===== config.mk =====
export PLATFORM = sky130hd
export DESIGN_NAME = uart_baud_divisor_calc_top
export DESIGN_NICKNAME = d
export VERILOG_FILES = /design/src/rtl/core/ubdc_pkg.sv /design/src/rtl/core/ubdc_div_cell.sv /design/src/rtl/core/ubdc_out_stage.sv /design/src/rtl/core/uart_baud_divisor_calc_top.sv
export SDC_FILE = /design/constraint.sdc
export NUM_CORES = 2
export LEC_CHECK = 0
export BUFFER_PORTS_ARGS = -buffer_cell sky130_fd_sc_hd__buf_4
export CAP_MARGIN = 30
export CELL_PAD_IN_SITES_DETAIL_PLACEMENT = 1
export CELL_PAD_IN_SITES_GLOBAL_PLACEMENT = 2
export CORE_MARGIN = 2
export CORE_UTILIZATION = 40
export CTS_BUF_LIST = sky130_fd_sc_hd__clkbuf_8
export CTS_CLUSTER_SIZE = 14
export DETAILED_ROUTE_END_ITERATION = 10
export PLACE_DENSITY_LB_ADDON = 0.1
export SLEW_MARGIN = 20
export SYNTH_ARGS = -nofsm -noshare
export SYNTH_HDL_FRONTEND = slang
export SYNTH_HIERARCHICAL = 1
export SYNTH_SLANG_ARGS = --single-unit

===== constraint.sdc =====
create_clock -name i_clk -period 19.22 [get_ports i_clk]
set_input_delay 2.883 -clock i_clk [delete_from_list [all_inputs] [get_ports i_clk]]
set_output_delay 2.883 -clock i_clk [all_outputs]
set_load 0.02 [all_outputs]

===== src/rtl/core/ubdc_pkg.sv =====
// ----------------------------------------------------------------------------
// UART baud divisor calculator package
// Widths, codes and the data word that travels down the divider chain.
// ----------------------------------------------------------------------------
package ubdc_pkg;

    localparam int BAUD_W  = 24;
    localparam int CLK_W   = 32;
    localparam int WORD_W  = 16;
    localparam int STAT_W  = 2;
    localparam int CFG_IDX_W = 8;
    // Dividend is 2*clock + baud, divisor is 2*baud.
    localparam int NUM_W   = CLK_W + 2;
    localparam int DVS_W   = BAUD_W + 1;
    localparam int REM_W   = DVS_W;

    localparam logic [CLK_W-1:0] CLOCK_HZ_RST = 32'd16000000;

    localparam logic [CFG_IDX_W-1:0] CFG_CLOCK_HZ  = 8'd0;
    localparam logic [CFG_IDX_W-1:0] CFG_OVERSAMPLE = 8'd1;

    localparam logic [STAT_W-1:0] ST_OK        = 2'd0;
    localparam logic [STAT_W-1:0] ST_ZERO_BAUD = 2'd1;
    localparam logic [STAT_W-1:0] ST_SATURATED = 2'd2;

    localparam logic [WORD_W-1:0] WORD_MAX = 16'hFFFF;

    typedef struct packed {
        logic [REM_W-1:0] rem;
        logic [NUM_W-1:0] num;
        logic [DVS_W-1:0] dvs;
        logic [NUM_W-1:0] quo;
        logic             zero;
        logic             by8;
    } t_cell_data;

endpackage


===== src/rtl/core/ubdc_div_cell.sv =====
// ----------------------------------------------------------------------------
// UART baud divisor calculator - divider cell
// One restoring-division step: resolves one quotient bit and hands on.
// ----------------------------------------------------------------------------
module ubdc_div_cell
    import ubdc_pkg::*;
(
    input  logic       i_clk,
    input  logic       i_rst_n,
    input  logic       i_valid,
    input  t_cell_data i_data,
    output logic       o_ready,
    output logic       o_valid,
    output t_cell_data o_data,
    input  logic       i_ready_next
);

    logic             r_valid;
    t_cell_data       r_data;
    t_cell_data       n_data;
    logic [REM_W:0]   w_trial;
    logic [REM_W:0]   w_diff;
    logic             w_ge;

    // Shift in the next dividend bit and try to subtract the divisor.
    always_comb begin
        w_trial = {i_data.rem, i_data.num[NUM_W-1]};
        w_diff  = w_trial - {1'b0, i_data.dvs};
        w_ge    = (w_trial >= {1'b0, i_data.dvs});
        n_data      = i_data;
        n_data.rem  = w_ge ? w_diff[REM_W-1:0] : w_trial[REM_W-1:0];
        n_data.num  = {i_data.num[NUM_W-2:0], 1'b0};
        n_data.quo  = {i_data.quo[NUM_W-2:0], w_ge};
    end

    // Load whenever this slot is empty or its content moves on.
    assign o_ready = !r_valid || i_ready_next;

    always_ff @(posedge i_clk) begin
        if (!i_rst_n) begin
            r_valid <= 1'b0;
        end else if (o_ready) begin
            r_valid <= i_valid;
        end
        if (o_ready && i_valid) begin
            r_data <= n_data;
        end
    end

    assign o_valid = r_valid;
    assign o_data  = r_data;

endmodule


===== src/rtl/core/ubdc_out_stage.sv =====
// ----------------------------------------------------------------------------
// UART baud divisor calculator - output stage
// Packs mantissa and fraction, flags zero baud and saturation, holds result.
// ----------------------------------------------------------------------------
module ubdc_out_stage
    import ubdc_pkg::*;
(
    input  logic              i_clk,
    input  logic              i_rst_n,
    input  logic              i_valid,
    input  t_cell_data        i_data,
    output logic              o_ready,
    output logic              o_valid,
    output logic [WORD_W-1:0] o_word,
    output logic [STAT_W-1:0] o_stat,
    input  logic              i_ready_next
);

    logic              r_valid;
    logic [WORD_W-1:0] r_word;
    logic [STAT_W-1:0] r_stat;
    logic [WORD_W-1:0] n_word;
    logic [STAT_W-1:0] n_stat;
    logic              w_over;

    // Quotient is round(clock / baud) in units of one fraction step.
    always_comb begin
        if (i_data.by8) begin
            w_over = |i_data.quo[NUM_W-1:WORD_W-1];
            n_word = {i_data.quo[WORD_W-2:3], 1'b0, i_data.quo[2:0]};
        end else begin
            w_over = |i_data.quo[NUM_W-1:WORD_W];
            n_word = i_data.quo[WORD_W-1:0];
        end
        n_stat = ST_OK;
        if (i_data.zero) begin
            n_word = '0;
            n_stat = ST_ZERO_BAUD;
        end else if (w_over) begin
            n_word = WORD_MAX;
            n_stat = ST_SATURATED;
        end
    end

    assign o_ready = !r_valid || i_ready_next;

    always_ff @(posedge i_clk) begin
        if (!i_rst_n) begin
            r_valid <= 1'b0;
        end else if (o_ready) begin
            r_valid <= i_valid;
        end
        if (o_ready && i_valid) begin
            r_word <= n_word;
            r_stat <= n_stat;
        end
    end

    assign o_valid = r_valid;
    assign o_word  = r_word;
    assign o_stat  = r_stat;

endmodule


===== src/rtl/core/uart_baud_divisor_calc_top.sv =====
// Datapath: an accepted transaction loads the first of 34 divider cells,
//   one per quotient bit; the last cell hands on to the output register.
// Throughput: one transaction per cycle while the chain is not stalled;
//   every cell is an independent slot, so the chain keeps filling while a
//   finished result waits to be taken.
// Reset: synchronous, active low; empties the chain and restores the clock
//   to 16 MHz and oversampling to 16.
// ----------------------------------------------------------------------------
// UART baud divisor calculator - top level
// Turns a requested baud rate into a packed mantissa/fraction baud word.
// ----------------------------------------------------------------------------
module uart_baud_divisor_calc_top
    import ubdc_pkg::*;
(
    input  logic                 i_clk,
    input  logic                 i_rst_n,
    // configuration write channel
    input  logic                 i_cfg_valid,
    output logic                 o_cfg_ready,
    input  logic [CFG_IDX_W-1:0] i_cfg_index,
    input  logic [CLK_W-1:0]     i_cfg_data,
    // request channel
    input  logic                 i_in_valid,
    output logic                 o_in_ready,
    input  logic [BAUD_W-1:0]    i_requested_baud,
    // result channel
    output logic                 o_out_valid,
    input  logic                 i_out_ready,
    output logic [WORD_W-1:0]    o_divisor_word,
    output logic [STAT_W-1:0]    o_status
);

    // Configuration registers.
    logic [CLK_W-1:0] r_clock_hz;
    logic             r_by8;

    // Links between neighboring cells; slot k feeds cell k.
    logic       w_valid [NUM_W+1];
    logic       w_ready [NUM_W+1];
    t_cell_data w_data  [NUM_W+1];
    t_cell_data w_head;

    // Configuration writes are always taken; unknown indexes drop.
    assign o_cfg_ready = 1'b1;

    always_ff @(posedge i_clk) begin
        if (!i_rst_n) begin
            r_clock_hz <= CLOCK_HZ_RST;
            r_by8      <= 1'b0;
        end else if (i_cfg_valid) begin
            unique case (i_cfg_index)
                CFG_CLOCK_HZ:   r_clock_hz <= i_cfg_data;
                CFG_OVERSAMPLE: r_by8      <= i_cfg_data[0];
                default: ;
            endcase
        end
    end

    // Form the rounding division round(clock / baud) as
    // (2*clock + baud) / (2*baud); the fraction then falls out of the
    // low quotient bits and a fraction carry reaches the mantissa by itself.
    // Latch the oversampling mode with the transaction.
    always_comb begin
        w_head.rem  = '0;
        w_head.num  = {1'b0, r_clock_hz, 1'b0}
                    + {{(NUM_W-BAUD_W){1'b0}}, i_requested_baud};
        w_head.dvs  = {i_requested_baud, 1'b0};
        w_head.quo  = '0;
        w_head.zero = (i_requested_baud == '0);
        w_head.by8  = r_by8;
    end

    assign w_data[0]  = w_head;
    assign w_valid[0] = i_in_valid;
    assign o_in_ready = w_ready[0];

    // Chain of divider cells, most significant quotient bit first.
    for (genvar k = 0; k < NUM_W; k++) begin : g_cell
        ubdc_div_cell u_cell (
            .i_clk        (i_clk),
            .i_rst_n      (i_rst_n),
            .i_valid      (w_valid[k]),
            .i_data       (w_data[k]),
            .o_ready      (w_ready[k]),
            .o_valid      (w_valid[k+1]),
            .o_data       (w_data[k+1]),
            .i_ready_next (w_ready[k+1])
        );
    end

    // Pack, flag and hold the result until the transaction completes.
    ubdc_out_stage u_out (
        .i_clk        (i_clk),
        .i_rst_n      (i_rst_n),
        .i_valid      (w_valid[NUM_W]),
        .i_data       (w_data[NUM_W]),
        .o_ready      (w_ready[NUM_W]),
        .o_valid      (o_out_valid),
        .o_word       (o_divisor_word),
        .o_stat       (o_status),
        .i_ready_next (i_out_ready)
    );

endmodule


== Yosys cells after proc, flatten, opt, wreduce, memory -nomap -nowiden ==
Cells that the tools add are included.

* Logic and storage cells: 458
* Bits in registers: 2927
* Output and inout port bits: 21

* Reductions and logical operators: 111
* Multiplexer cells: 37
* $lt $le $gt $ge: 34
* Equality and inequality tests: 1
* $add $sub $neg: 34

{| class="wikitable"
|+ Operators by type and width
! operator !! number
|-
| $ge 26x25->1 || 33
|-
| $mux 25 || 32
|-
| $sub 25x25->25 || 32
|-
| $logic_and 1x1->1 || 35
|-
| $logic_not 1->1 || 35
|-
| $logic_or 1x1->1 || 35
|-
| $add 33x24->34 || 1
|-
| $mux 16 || 2
|-
| $ge 1x25->1 || 1
|-
| $sub 1x25->25 || 1
|-
| $logic_not 24->1 || 1
|-
| $reduce_or 19->1 || 1
|-
| $reduce_or 18->1 || 1
|-
| $eq 8x1->1 const B || 1
|-
| $logic_not 8->1 || 1
|-
| $reduce_and 2->1 || 2
|-
| $mux 1 || 2
|-
| $mux 2 || 1
|}

== Logic depth before layout (Yosys ltp) ==
* Word-level depth: 37
* Gate-level depth with buffers: 36
* Depth with buffers taken out: 36

== Hierarchy ==
Netlist, hierarchy kept.

{| class="wikitable"
|+ Modules (own cells, without submodules)
! module !! cells an instance !! seq. area each (µm²) !! area each (µm²) !! times used
|-
| ubdc_div_cell at g_cell[12].u_cell ... || 372 || 3593.4 || 5277.6 || 24
|-
| ubdc_div_cell at g_cell[0].u_cell ... || 365 || 3593.4 || 5383.9 || 6
|-
| ubdc_div_cell at g_cell[11].u_cell ... || 365 || 3593.4 || 5500.3 || 3
|-
| ubdc_div_cell at g_cell[20].u_cell || 370 || 3593.4 || 5297.6 || 1
|-
| uart_baud_divisor_calc_top || 392 || 660.6 || 2914.0 || 1
|-
| ubdc_out_stage || 72 || 560.5 || 885.8 || 1
|}

== Worst setup path before layout ==
No wires, ideal clock.

* Path kind: input to output
* Start: input port i_out_ready
* End: output port o_in_ready
* Stages: 35
* Slack: 8.145 ns
* Arrival: 8.192 ns
* Buffers on the path: 0
* Required time: 16.337 ns
* Cells stage by stage: nand2b_1 nand2b_1 nand2b_1 nand2b_1 nand2b_1 nand2b_1 nand2b_1 nand2b_1 nand2b_1 nand2b_1 nand2b_1 nand2b_1 nand2b_1 nand2b_1 nand2b_1 nand2b_1 nand2b_1 nand2b_1 nand2b_1 nand2b_1 nand2b_1 nand2b_1 nand2b_1 nand2b_1 nand2b_1 nand2b_1 nand2b_1 nand2b_1 nand2b_1 nand2b_1 nand2b_1 nand2b_1 nand2b_1 nand2b_1 nand2b_1

{| class="wikitable"
|+ RTL lines
! item !! line !! source
|-
| start, declared || uart_baud_divisor_calc_top.sv:28 || <nowiki>input logic i_out_ready,</nowiki>
|-
| end, declared || uart_baud_divisor_calc_top.sv:24 || <nowiki>output logic o_in_ready,</nowiki>
|}

==> metrics.txt <==
outcome=finished, final reports clean; share of layout cells above drive strength 1=0.125; CP max stage delay=0.26 ns; Fmax=76.3 MHz; routed via count=91700; area delta synth->final=10.6%; initial antenna violation count=9; Worst Path Required=16.34 ns; die area=0.375 sq mm; met2 wire len=183000 um; Final GP Congestion=0.869; starting DRC count in detailed routing=5172; WS Path Type=in -> out; cells after synthesis=11700; CP startpoint kind=primary input; fin crit share=0.682; Relative slew margins=0.367; crit path DAT=10.23 ns; routed length on met3=11700 um; # IOs=90; setup repair bufs after CTS=0; Routed met1 length=176000 um; Hold Buf Count CTS=0; Clock Sinks=2960; first-pass GRT wire length=585000 um; Syn Area/Cell=12.7 sq um; slowest CP cell=nand2b_1; largest net degree at the start of global routing=82; Least-Margin Pin Slew=0.950 ns; Reg clk slew, reported paths=0.06 ns; CTS tree=built; total leakage power=61.5 nW; CP Max Fanout=3; Core Region=0.369 sq mm; Final Max Slew Viols=0; total CTS buffers=522; DR WL/cell=21.8 um; CP most frequent cell=nand2b_1; initial core utilization=0.401; Max clock buf depth=4; setup TNS=0 ns; post-route cell area=0.164 sq mm; DRC errors left=0; DRT Wirelength=381000 um; Yosys warning count=6; Mapped Area=0.148 sq mm; Clock Latency Late Sink=1.15 ns; peak supply drop=0.0632 mV; Die W=612 um; post-cts resize count=0; final setup violating endpoints=0; worst-case clock skew=0.0765 ns; RSZ-0062 raised after global routing=false; Clock Tree Root=clkbuf_8; hpwl dp=291000 um; worst hold path type=reg -> reg; drt first pass iters=7; max-cap violations=0; grt ovf=0; IO Port Bufs=88; Min Clock Period, post-route=13.11 ns; chip height=612 um; GRT Total Usage=0.200; H-tree lvl count=6; Final Net Count=13100; power per cell area=79.8 mW/mm^2; Hold Fails Final Rpt=0; vias in the first global route=97300; vias per cell=5.24; critical path endpoint category=primary output; Filler cells=38600; post-route ant nets=0; num rows=223; FF-to-FF setup slack=10.72 ns; Placed Area=0.154 sq mm; Top Metal Used=met5
-- per-layer routing --
metal	track usage	vias up
met4	0.0567	4
met3	0.0233	561
met5	0	-
met2	0.341	1334
li1	-	44300
met1	0.269	45500
-- layout make-up --
| class | instances | area, sq um | share of cell area |
|---|---|---|---|
| sequential | 2960 | 88200 | 0.538 |
| multi-input combinational | 7398 | 54200 | 0.331 |
| clock buffer | 536 | 7380 | 0.0450 |
| tap | 4950 | 6190 | 0.0378 |
| inverter | 1124 | 4310 | 0.0263 |
| clock inverter | 397 | 2460 | 0.0150 |
| timing repair buffer | 131 | 1080 | 0.00662 |
| antenna | 4 | 10.0 | 0.0000611 |
-- through the flow --
step / power [mW] / instances / setup slack [ns] / util / hold slack [ns]
finish: 13.1 / 17500 / 6.11 / 0.444 / 0.391
global route: 13.6 / 17500 / 5.49 / 0.444 / 0.386
CTS: 13.3 / 17500 / 6.02 / 0.444 / 0.383
detailed placement: 7.66 / 16600 / 6.14 / 0.417 / 0.405
global placement: 7.66 / 16600 / 5.89 / 0.417 / 0.401
floorplan: 7.52 / 11700 / 8.14 / - / 0.400
-- power breakdown --
part | internal, mW | total [mW] | switching, mW
clock | 2.86 | 5.53 | 2.67
combinational | 0.174 | 0.446 | 0.272
sequential | 7.06 | 7.09 | 0.0316
-- worst max-delay path, delay by kind of cell --
family / cells / cell delay (ns)
AND/OR/NAND/NOR: 35 / 7.03
buffers and inverters: 2 / 0.32
-- layout by cell type (no fill, tap or decap), types with 295 or more instances in the layout --
master    count
edfxtp_1   2892
inv_1      1245
nand2_1     975
ha_1        873
o21ai_0     828
a21oi_1     781
clkbuf_8    536
xnor2_1     439
nor2_1      364
a21o_1      295
-- path summary, 6_finish.rpt --
check	start	to	cells after the start
setup / recovery	i_out_ready	o_in_ready	37
hold / removal	g_cell[23].u_cell/o_data[10]$_DFFE_PP_	g_cell[24].u_cell/o_data[11]$_DFFE_PP_	0
setup reg to reg	u_out/o_valid$_SDFFE_PN0N_	g_cell[0].u_cell/o_data[54]$_DFFE_PP_	37
hold reg to reg	g_cell[23].u_cell/o_data[10]$_DFFE_PP_	g_cell[24].u_cell/o_data[11]$_DFFE_PP_	0
-- flip-flops by register name, indices dropped and copies added, names as in the netlist --
name                   cells
g_cell.u_cell/o_data    2874
g_cell.u_cell/o_valid     34
r_by8                      1
r_clock_hz                32
u_out/o_stat               2
u_out/o_valid              1
u_out/o_word              16
Power figures use the tool's default switching activity.
